$ cat config.mk
export PLATFORM = sky130hd
export DESIGN_NAME = serial_display_frame_receiver
export DESIGN_NICKNAME = d
export VERILOG_FILES = /design/src/hw/rtl/sdfr_pkg.sv /design/src/hw/rtl/serial_display_frame_receiver.sv
export SDC_FILE = /design/constraint.sdc
export NUM_CORES = 1
export LEC_CHECK = 0
export ABC_AREA = 1
export BUFFER_PORTS_ARGS = -buffer_cell sky130_fd_sc_hd__buf_2
export CAP_MARGIN = 20
export CORE_AREA = 2 2 257 259
export DETAILED_ROUTE_END_ITERATION = 7
export DIE_AREA = 0 0 259 261
export PLACE_DENSITY = 0.64
export SYNTH_ARGS = -nofsm -noshare
export SYNTH_HDL_FRONTEND = slang
export SYNTH_SLANG_ARGS = --single-unit
$ cat constraint.sdc
create_clock -name clock -period 3.47 [get_ports clock]
set_input_delay 0 -clock clock [delete_from_list [all_inputs] [get_ports clock]]
set_output_delay 0 -clock clock [all_outputs]
set_load 0.005 [all_outputs]
$ cat src/hw/rtl/sdfr_pkg.sv
// Shared constants and types for the serial display frame receiver.
// Holds the header and command codes, result kinds, payload widths, the default buffer size and the sequencer states.
// No dependencies.
`default_nettype none

package sdfr_pkg;

   // Default frame buffer depth in bytes (legal range 8 to 255)
   localparam int FRAME_BUFFER_BYTES_DEF = 64;

   // Header and command codes
   localparam logic [7:0] HDR_FIRST       = 8'h5A;
   localparam logic [7:0] HDR_SECOND      = 8'hA5;
   localparam logic [7:0] CMD_VAR_REPLY   = 8'h83;
   localparam logic [7:0] CMD_CLOCK_REPLY = 8'h81;

   // Result kinds carried on tuser
   localparam logic KIND_VAR   = 1'b0;
   localparam logic KIND_CLOCK = 1'b1;

   // Payload widths
   localparam int RX_W     = 8;
   localparam int RSP_W    = 40;
   localparam int WORD_W   = 16;

   // Sequencer states, one-hot
   typedef enum logic [3:0] {
      ST_IDLE = 4'b0001,
      ST_READ = 4'b0010,
      ST_EMIT = 4'b0100,
      ST_VAR  = 4'b1000
   } seq_state_type;

endpackage : sdfr_pkg

`default_nettype wire

$ cat src/hw/rtl/serial_display_frame_receiver.sv
// Serial display frame receiver: header hunt, frame store and result drain.
// Depends on sdfr_pkg for codes, widths and the sequencer state type.
//
//  Channel | Dir | Ports                          | Transaction
//  --------+-----+--------------------------------+-------------------------------
//  req     | in  | req_tvalid/tready/tdata[7:0]   | one received serial byte
//  rsp     | out | rsp_tvalid/tready/tdata[39:0], | one result: var reply word pair
//          |     | rsp_tuser, rsp_tlast           | or one clock data byte
//
// A byte is taken only while the sequencer is idle.
// After its last byte a 0x83 frame enters ST_VAR, which loads the output when free.
// A 0x81 frame is drained from the frame store one body byte at a time,
// each by a memory read (ST_READ), then an output load (ST_EMIT) when free.
// Synchronous active-high reset restarts the header hunt and empties the output.
// A stalled rsp side holds the drain; bytes are still taken while only the output waits.
`default_nettype none

module serial_display_frame_receiver #(
   parameter int FRAME_BUFFER_BYTES = sdfr_pkg::FRAME_BUFFER_BYTES_DEF
) (
   input  wire logic                        clock,
   input  wire logic                        reset,
   input  wire logic                        req_tvalid,
   output logic                             req_tready,
   input  wire logic [sdfr_pkg::RX_W-1:0]   req_tdata,   // [7:0] rx_byte
   output logic                             rsp_tvalid,
   input  wire logic                        rsp_tready,
   output logic [sdfr_pkg::RSP_W-1:0]       rsp_tdata,   // [15:0] var_address,
                                                         // [31:16] var_data,
                                                         // [39:32] clock_byte
   output logic                             rsp_tuser,   // [0] kind
   output logic                             rsp_tlast    // last
);
   import sdfr_pkg::*;

   localparam int AW   = (FRAME_BUFFER_BYTES > 1) ? $clog2(FRAME_BUFFER_BYTES) : 1;
   localparam int CW   = $clog2(FRAME_BUFFER_BYTES + 1);
   localparam int CMPW = 9;
   localparam logic [CMPW-1:0] FB_CMP = CMPW'(FRAME_BUFFER_BYTES);

   // Frame store, one synchronous read port
   logic [7:0]    store_mem [FRAME_BUFFER_BYTES];
   logic          wr_en;
   logic [AW-1:0] wr_addr;
   logic [7:0]    rd_data_ff;

   // Control state
   seq_state_type state_ff, state_in;
   logic          in_frame_ff, in_frame_in;
   logic [CW-1:0] cnt_ff, cnt_in;
   logic [CW-1:0] rd_ptr_ff, rd_ptr_in;
   logic [CW-1:0] drain_len_ff, drain_len_in;

   // Frame fields captured on the way in
   logic [7:0]        len_ff, len_in;
   logic [7:0]        cmd_ff, cmd_in;
   logic [WORD_W-1:0] var_addr_ff, var_addr_in;
   logic [WORD_W-1:0] var_data_ff, var_data_in;

   // Output register
   logic             rsp_valid_ff, rsp_valid_in;
   logic [RSP_W-1:0] rsp_data_ff, rsp_data_in;
   logic             rsp_kind_ff, rsp_kind_in;
   logic             rsp_last_ff, rsp_last_in;

   logic            accept;
   logic            out_free;
   logic [7:0]      rx;
   logic [CW-1:0]   cnt_next;
   logic [7:0]      exp_len;
   logic [CMPW-1:0] exp_cmp;
   logic [CMPW-1:0] cnt_next_cmp;
   logic [CW-1:0]   rd_ptr_next;

   assign req_tready   = (state_ff == ST_IDLE);
   assign accept       = req_tvalid && req_tready;
   assign out_free     = !rsp_valid_ff || rsp_tready;
   assign rx           = req_tdata;
   assign cnt_next     = cnt_ff + CW'(1);
   assign cnt_next_cmp = CMPW'(cnt_next);
   // Frame length from the length byte; the current byte is the length byte at count two
   assign exp_len      = ((cnt_ff == CW'(2)) ? rx : len_ff) + 8'd3;
   assign exp_cmp      = CMPW'(exp_len);
   assign rd_ptr_next  = rd_ptr_ff + CW'(1);

   assign wr_en   = accept && in_frame_ff && (CMPW'(cnt_ff) < FB_CMP);
   assign wr_addr = cnt_ff[AW-1:0];

   // Frame parsing and drain sequencer
   always_comb begin
      state_in     = state_ff;
      in_frame_in  = in_frame_ff;
      cnt_in       = cnt_ff;
      rd_ptr_in    = rd_ptr_ff;
      drain_len_in = drain_len_ff;
      len_in       = len_ff;
      cmd_in       = cmd_ff;
      var_addr_in  = var_addr_ff;
      var_data_in  = var_data_ff;
      rsp_valid_in = rsp_valid_ff && !rsp_tready;
      rsp_data_in  = rsp_data_ff;
      rsp_kind_in  = rsp_kind_ff;
      rsp_last_in  = rsp_last_ff;

      case (state_ff)
         ST_IDLE: begin
            if (accept && !in_frame_ff) begin
               // Header hunt
               if (cnt_ff == CW'(0) && rx == HDR_FIRST) begin
                  cnt_in = CW'(1);
               end else if (cnt_ff == CW'(1) && rx == HDR_SECOND) begin
                  cnt_in      = CW'(2);
                  in_frame_in = 1'b1;
               end else begin
                  cnt_in = '0;
               end
            end else if (accept) begin
               if (CMPW'(cnt_ff) >= FB_CMP) begin
                  // Store full: drop the frame
                  cnt_in      = '0;
                  in_frame_in = 1'b0;
               end else begin
                  cnt_in = cnt_next;
                  case (cnt_ff)
                     CW'(2): len_in = rx;
                     CW'(3): cmd_in = rx;
                     CW'(4): var_addr_in[15:8] = rx;
                     CW'(5): var_addr_in[7:0]  = rx;
                     CW'(6): var_data_in[15:8] = rx;
                     CW'(7): var_data_in[7:0]  = rx;
                     default: ;
                  endcase
                  if (cnt_ff == CW'(2) && exp_cmp > FB_CMP) begin
                     // Length too large for the buffer
                     cnt_in      = '0;
                     in_frame_in = 1'b0;
                  end else if (cnt_ff >= CW'(2) && cnt_next_cmp >= exp_cmp) begin
                     // Frame complete
                     cnt_in      = '0;
                     in_frame_in = 1'b0;
                     if (cmd_ff == CMD_VAR_REPLY && cnt_next >= CW'(8)) begin
                        state_in = ST_VAR;
                     end else if (cmd_ff == CMD_CLOCK_REPLY && cnt_next >= CW'(5)) begin
                        rd_ptr_in    = CW'(4);
                        drain_len_in = cnt_next;
                        state_in     = ST_READ;
                     end
                  end
               end
            end
         end
         ST_READ: begin
            state_in = ST_EMIT;
         end
         ST_EMIT: begin
            if (out_free) begin
               rsp_valid_in = 1'b1;
               rsp_data_in  = {rd_data_ff, 32'h0};
               rsp_kind_in  = KIND_CLOCK;
               rsp_last_in  = (rd_ptr_next == drain_len_ff);
               rd_ptr_in    = rd_ptr_next;
               state_in     = (rd_ptr_next == drain_len_ff) ? ST_IDLE : ST_READ;
            end
         end
         ST_VAR: begin
            if (out_free) begin
               rsp_valid_in = 1'b1;
               rsp_data_in  = {8'h0, var_data_ff, var_addr_ff};
               rsp_kind_in  = KIND_VAR;
               rsp_last_in  = 1'b1;
               state_in     = ST_IDLE;
            end
         end
         default: begin
            state_in = ST_IDLE;
         end
      endcase
   end

   // Control registers
   always_ff @(posedge clock) begin
      if (reset) begin
         state_ff     <= ST_IDLE;
         in_frame_ff  <= 1'b0;
         cnt_ff       <= '0;
         rsp_valid_ff <= 1'b0;
      end else begin
         state_ff     <= state_in;
         in_frame_ff  <= in_frame_in;
         cnt_ff       <= cnt_in;
         rsp_valid_ff <= rsp_valid_in;
      end
   end

   // Payload registers
   always_ff @(posedge clock) begin
      rd_ptr_ff    <= rd_ptr_in;
      drain_len_ff <= drain_len_in;
      len_ff       <= len_in;
      cmd_ff       <= cmd_in;
      var_addr_ff  <= var_addr_in;
      var_data_ff  <= var_data_in;
      rsp_data_ff  <= rsp_data_in;
      rsp_kind_ff  <= rsp_kind_in;
      rsp_last_ff  <= rsp_last_in;
   end

   // Frame store write port
   always_ff @(posedge clock) begin
      if (wr_en) begin
         store_mem[wr_addr] <= rx;
      end
   end

   // Frame store read port, registered data
   always_ff @(posedge clock) begin
      rd_data_ff <= store_mem[rd_ptr_ff[AW-1:0]];
   end

   assign rsp_tvalid = rsp_valid_ff;
   assign rsp_tdata  = rsp_data_ff;
   assign rsp_tuser  = rsp_kind_ff;
   assign rsp_tlast  = rsp_last_ff;

endmodule : serial_display_frame_receiver

`default_nettype wire

==> results of run 1 <==
==> state kept, by name (all words and copies together) (netlist names), 8 cells and up <==
signal       flops
rsp_tdata       40
store_mem      512
var_data_ff     16
cmd_ff           8
rd_data_ff       8
len_ff           8
var_addr_ff     16
==> through the flow <==
step	setup slack, ps	util, %	power [µW]	instance area, µm²
after floorplan	262	-	8770	25800
after global placement	372	42.6	8970	27700
after detailed placement	352	42.6	8980	27700
after CTS	50.1	46.1	16100	30000
after global routing	0.978	46.2	16400	30100
final	215	46.2	16000	30100
==> area by class of cell <==
type	count	area [µm²]	area share, %
clock inverter	34	337	1.12
multi-input combinational	1202	5970	19.9
tap	864	1080	3.59
inverter	119	464	1.54
sequential	637	18900	62.9
timing repair buffer	194	1430	4.77
clock buffer	91	1860	6.19
==> power by group through the flow <==
stage                     Combinational (µW)  Clock [µW]  Sequential, µW
after floorplan                          158           0            8610
after global placement                   361           0            8610
after detailed placement                 365           0            8620
after CTS                                372        7250            8450
after global routing                     414        7530            8450
final                                    381        7140            8450
==> synth_stat cells, drive strengths merged <==
cell type and count:
o221ai 13, buf 10, nor3b 1, a31oi 1, a21oi 14, a41oi 1, clkinv 3, o211ai 10
o31ai 2, ha 14, nor2 482, xnor2 2, nor4 3, o21ai 326, nor4b 1, inv 116
dfxtp 21, clkbuf 110, or2 2, nand4 4, nor3 16, o311ai 2, o22ai 138, xor2 9
o32ai 7, nand3 47, nand2 102, and2 2, edfxtp 616, o21bai 2, and3 1
==> metal layers <==
layer  part of all wire [%]  up-vias  GRT usage (%)
li1                       -     7814              -
met1                     41     8333           25.2
met2                     49      722           32.1
met3                    7.6      124           2.85
met4                    3.1        0           7.27
met5                      0        -              0
==> kinds of logic after synthesis <==
logic type | share of synthesized area (%)
xor gates and xnor gates | 0.374
AOI/OAI and AO/OA | 11.3
and+or+nand+nor | 10.7
buffers and inverters | 3.62
adders and majority gates | 0.680
DFF | 73.4
==> how the worst max path moves through the flow <==
stage	to	cells past startpoint
after global placement	rd_ptr_ff[0]$_SDFFCE_PP0P_	24
final	cnt_ff[4]$_SDFFE_PP0P_	27
after floorplan	drain_len_ff[0]$_DFFE_PP_	24
after global routing	cnt_ff[4]$_SDFFE_PP0P_	28
after CTS	cnt_ff[4]$_SDFFE_PP0P_	27
after detailed placement	rd_ptr_ff[0]$_SDFFCE_PP0P_	24
==> what timing repair did <==
item / 4_1_cts / 5_1_grt
gates resized for setup: 0 / 20
endpoints found under the hold margin: 36 / 0
setup buffers: 0 / 5
hold buffers: 8 / 0
endpoints found under the setup margin: 0 / 1
==> summary.md, run 1 <==
| Metric | Value |
|---|---|
| Outcome | `complete, no violations` |
| Top post-synthesis cells by area | `edfxtp_1 (72%), nor2_1 (6.9%), o21ai_0 (6.3%)` |
| DIE WIDTH | `between 200 and 300 µm` |
| Largest stage delay on the critical path | `between 500 and 600 ps` |
| Hold EP | `store_mem[14][2]$_DFFE_PP_` |
| Total placed cells including tap cells | `roughly 3000` |
| Syn Nets | `around 2100` |
| H-tree Lvls | `3` |
| Net Sw Frac | `20.1%` |
| Buffers and inverters on the worst path | `5` |
| Worst VDD drop | `between 0.3 and 0.4 mV` |
| Post-synthesis cell area | `roughly 26000 µm²` |
| Layout cells sized above 1 | `around 15%` |
| Tcrit/Tclk final | `between 90% and 100%` |
| NumNets Final | `2248` |
| FF+latch count, synth | `~640` |
| Combinational share of power | `between 2 and 2.5%` |
| Num CTS Buffers | `between 60 and 70` |
| Max stage delay cell, worst path | `dlygate4sd3_1` |
| Final Non-Filler Cells | `3141` |
| Top cell family by delay on the critical path | `simple AND/OR/NAND/NOR gates` |
| Worst Clk Skew | `9.79 ps` |
| Post-DP HPWL | `39500 µm` |
| Final wirelength | `around 66000 µm` |
| Leak | `a little over 0.01 µW` |
| Yosys top cell area share | `a little under three quarters` |
| Area of the die | `around 68000 µm²` |
| Startpoint Class | `flip-flop` |
| Post-route setup TNS | `0 ps` |
| Min-delay src | `req_tdata[2]` |
| Clk slew on worst S/H paths | `about 60 ps` |
| CTS max path bufs | `3` |
| Leading area contributor after synthesis | `edfxtp_1` |
| Kind of critical path | `reg -> reg` |
| Root Buffer | `clkbuf_16` |
| Port Buffers | `55` |
| RSZ-0062 raised after global routing | `false` |
| Worst hold slack | `7.57 ps` |
| Yosys Warn Count | `0` |
| Max-slew headroom | `a little under two fifths` |
| Fmax | `slightly above 300 MHz` |
| Seq pwr share | `52.9%` |
| Reg2Reg Depth | `27` |
| Rows | `94` |
| Fill cell count | `between 5000 and 6000` |
| DR DRC count | `0` |
| Top Ports | `56` |
| Pint | `~13000 µW` |
| Hold Fails Final Rpt | `0` |
| Sequential area share after synthesis | `around 73%` |
| Max-cap violation count | `0` |
| CP Max Fanout | `11` |
| Most frequent cells in the layout | `edfxtp_1 (616), nor2_1 (471), o21ai_0 (323)` |
| First-pass GRT wire length | `approximately 98000 µm` |
| Crit-path most repeated cell | `nand2_1` |
| Reg-to-reg setup timing slack | `between 200 and 250 ps` |
| Power Dens Cells | `around 530 nW/µm²` |
| Wire per inst | `approximately 21 µm` |
| All-Layer GR Usage | `19.1%` |
| Worst Setup End Kind | `flip-flop` |
| Initial antenna violation count | `0` |
| Initial drt markers | `approximately 1700` |
| Final setup violation count | `0` |
| Slew Viols, Final | `0` |
| Gr ovfl total | `0` |
| Critical path origin | `cnt_ff[5]$_SDFFE_PP0P_` |
| Synthesized instance count | `slightly above 2000` |
| Vias in the first global route | `16575` |
| R2R Path End | `cnt_ff[4]$_SDFFE_PP0P_` |
| Minimum clock period | `3260 ps` |
| Antenna Violating Nets Remaining | `0` |
| Hold Crit Class | `in -> reg` |
| P_sw | `around 3200 µW` |
| Core ar. | `around 65000 µm²` |
| Clk_lat worst skew | `roughly 600 ps` |
| Gp weighted congestion | `0.882` |
| Worst hold path cell count | `2` |
| Die Ht | `approximately 260 µm` |
| Most common cell after layout, fill and taps aside | `edfxtp_1` |
| Starting Density | `roughly 40%` |
| N_diodes | `0` |
| Area Overhead vs Synth | `16.7%` |
| Post-DR vias/cell | `approximately 5.4` |
| Worst Path Required | `4010 ps` |
| DR vias | `about 17000` |
| Clock group share of total power | `44.7%` |
| Syn avg cell area | `12.4 µm²` |
| Critical register-to-register path startpoint | `cnt_ff[5]$_SDFFE_PP0P_` |
| Unique cell type count in the Yosys netlist | `47` |
| CTS tree | `done` |
| Crit path DAT | `3790 ps` |
| Clock sink count | `approximately 640` |
| First-pass iteration count of the detailed router | `5` |
| Largest net degree at the start of global routing | `98` |
| Measured slew at the worst slew-check pin | `927 ps` |
No activity file was read; power rests on OpenSTA's default activity.
==> inputs of run 2 (changes only) <==
--- a/config.mk
+++ b/config.mk
@@ -11,7 +11,6 @@
 export CORE_AREA = 2 2 257 259
 export DETAILED_ROUTE_END_ITERATION = 7
 export DIE_AREA = 0 0 259 261
-export PLACE_DENSITY = 0.64
 export SYNTH_ARGS = -nofsm -noshare
 export SYNTH_HDL_FRONTEND = slang
 export SYNTH_SLANG_ARGS = --single-unit
==> summary.md, run 2 (synthesis results as in run 1) <==
| Metric | Value |
|---|---|
| Antenna Violating Nets Remaining | `0` |
| Layout Utilization | `approximately 46%` |
| Reg-to-reg setup timing slack | `310 ps` |
| Max reg flops | `512` |
| Core ar. | `between 60000 and 70000 µm²` |
| DP Worst Slack | `about 340 ps` |
| Slew Viols, Final | `0` |
| First-pass GRT wire length | `between 100000 and 150000 µm` |
| Met2 global-route usage | `33.1%` |
| Measured slew at the worst slew-check pin | `between 900 and 1000 ps` |
| Root Buffer | `clkbuf_16` |
| Gr ovfl total | `0` |
| Worst Setup End Kind | `flip-flop` |
| Die Ht | `approximately 260 µm` |
| Worst VDD drop | `approximately 0.29 mV` |
| Wire per inst | `approximately 21 µm` |
| H-tree Lvls | `3` |
| CTS max path bufs | `3` |
| Critical register-to-register path startpoint | `cnt_ff[5]$_SDFFE_PP0P_` |
| Post-DR vias/cell | `5.40` |
| Max-cap violation count | `0` |
| Startpoint Class | `flip-flop` |
| Hold Crit Class | `in -> reg` |
| Post-DP HPWL | `39700 µm` |
| Outcome | `complete, no violations` |
| All-Layer GR Usage | `19.8%` |
| Largest reg by FF count | `store_mem` |
| First-pass iteration count of the detailed router | `7` |
| Area Overhead vs Synth | `16.4%` |
| Layout cells sized above 1 | `around 15%` |
| Power Dens Cells | `~530 nW/µm²` |
| Leak | `~0.010 µW` |
| Final setup margin | `between 300 and 400 ps` |
| Num CTS Buffers | `a little under 70` |
| Tcrit/Tclk final | `91.1%` |
| NumNets Final | `between 2000 and 2500` |
| Clk_lat worst skew | `approximately 600 ps` |
| Final wirelength | `67100 µm` |
| Initial antenna violation count | `0` |
| Critical path origin | `cnt_ff[5]$_SDFFE_PP0P_` |
| Total Power | `between 15000 and 20000 µW` |
| CP Max Fanout | `7` |
| Area of the die | `around 68000 µm²` |
| DIE WIDTH | `about 260 µm` |
| Crit path DAT | `about 3500 ps` |
| Hold Fails Final Rpt | `0` |
| Setup Buffers After CTS | `0` |
| Worst Clk Skew | `about 19 ps` |
| Most common cell after layout, fill and taps aside | `edfxtp_1` |
| Port Buffers | `55` |
| Grt met3 use | `a little under 3%` |
| Final setup violation count | `0` |
| GR peak layer | `met2` |
| Fmax | `around 320 MHz` |
| Initial drt markers | `about 1900` |
| Minimum clock period | `roughly 3200 ps` |
| Starting Density | `approximately two fifths` |
| Kind of critical path | `reg -> reg` |
| Post-route setup TNS | `0 ps` |
| Rows | `between 90 and 100` |
| Reg2Reg Depth | `24` |
| Worst Path Required | `approximately 3800 ps` |
| Top Ports | `56` |
| N_diodes | `0` |
| Clk slew on worst S/H paths | `~60 ps` |
| Most frequent cells in the layout | `edfxtp_1 (616), nor2_1 (471), o21ai_0 (323)` |
| DR vias | `roughly 17000` |
| Vias in the first global route | `approximately 17000` |
| CTS tree | `done` |
| R2R Path End | `drain_len_ff[3]$_DFFE_PP_` |
| Largest net degree at the start of global routing | `roughly 130` |
| RSZ-0062 raised after global routing | `false` |
| GRT met1 Usage | `around a quarter` |
| Max-slew headroom | `around two fifths` |
| Setup crit end | `drain_len_ff[3]$_DFFE_PP_` |
| DR DRC count | `0` |
| Clock sink count | `roughly 640` |
| Gp weighted congestion | `roughly 0.85` |
==> run 2: cell types whose count changed in the layout (fill, tap and decap cells not counted), sizes merged <==
cell         delta
bufinv          +1
clkbuf          -6
clkinv          +4
inv             -3
dlygate4sd3     +2
buf             -6
==> run 2: repair_timing <==
| action | in CTS | in global routing |
|---|---|---|
| endpoints found under the setup margin | 0 | 0 |
| hold buffers | 10 | 0 |
| endpoints found under the hold margin | 47 | 0 |
| resized for setup | 0 | 0 |
==> run 2: worst min-delay path by stage <==
stage / endpoint / slack, ps / from / cells after the start
2_1_floorplan: cmd_ff[0]$_DFFE_PP_ / 100 / req_tdata[0] / 0
3_5_place_dp: var_data_ff[1]$_DFFE_PP_ / 300 / req_tdata[1] / 1
5_1_grt: len_ff[6]$_DFFE_PP_ / 90 / req_tdata[6] / 3
6_report: len_ff[6]$_DFFE_PP_ / 30 / req_tdata[6] / 3
4_1_cts: len_ff[6]$_DFFE_PP_ / 40 / req_tdata[6] / 3
3_3_place_gp: var_data_ff[1]$_DFFE_PP_ / 290 / req_tdata[1] / 1
==> run 2: where the power goes <==
group	internal (µW)	total, µW	switching, µW
logic	84.9	370	285
clock network	4300	7230	2920
registers	8440	8450	9.44
==> run 2: through the flow <==
| stage | area (µm²) | hold slack [ps] | cells |
|---|---|---|---|
| CTS | 30000 | 39.4 | 3133 |
| finish | 30000 | 31.7 | 3133 |
| detailed placement | 27700 | 296 | 3002 |
| global placement | 27700 | 291 | 3002 |
| floorplan | 25800 | 98.9 | 2078 |
| global route | 30000 | 88.3 | 3133 |
==> run 2: critical path: stages, from the launching register on <==
cell and delay, ps:
dfxtp_1 360, inv_2 140, nand2_2 90, nor2_2 190, nand3_1 110, nand2_2 120, inv_1 70, ha_1 270
inv_1 40, ha_1 260, nand2_1 50, nand2_1 60, nand2_1 50, nand2_1 50, nand2_1 50, nand2_1 50
nand2_1 50, nand2_1 50, nand2_1 40, nand2_1 50, nand2_1 50, nand2_1 120, nand2_2 100, nor4b_2 250
buf_4 200
==> run 2: layer usage <==
| metal | wire (µm) | up-vias |
|---|---|---|
| met5 | 0 | - |
| met4 | 1580 | 0 |
| met3 | 4280 | 104 |
| met2 | 32800 | 578 |
| met1 | 28500 | 8451 |
| li1 | - | 7786 |
==> run 2: cell type report <==
| cell class | count | area (µm²) |
|---|---|---|
| Fill cell | 5771 | 35000 |
| Sequential cell | 637 | 18900 |
| Multi-Input combinational cell | 1202 | 5940 |
| Clock buffer | 85 | 1850 |
| Timing Repair Buffer | 190 | 1400 |
| Tap cell | 864 | 1080 |
| Inverter | 119 | 457 |
| Clock inverter | 36 | 358 |
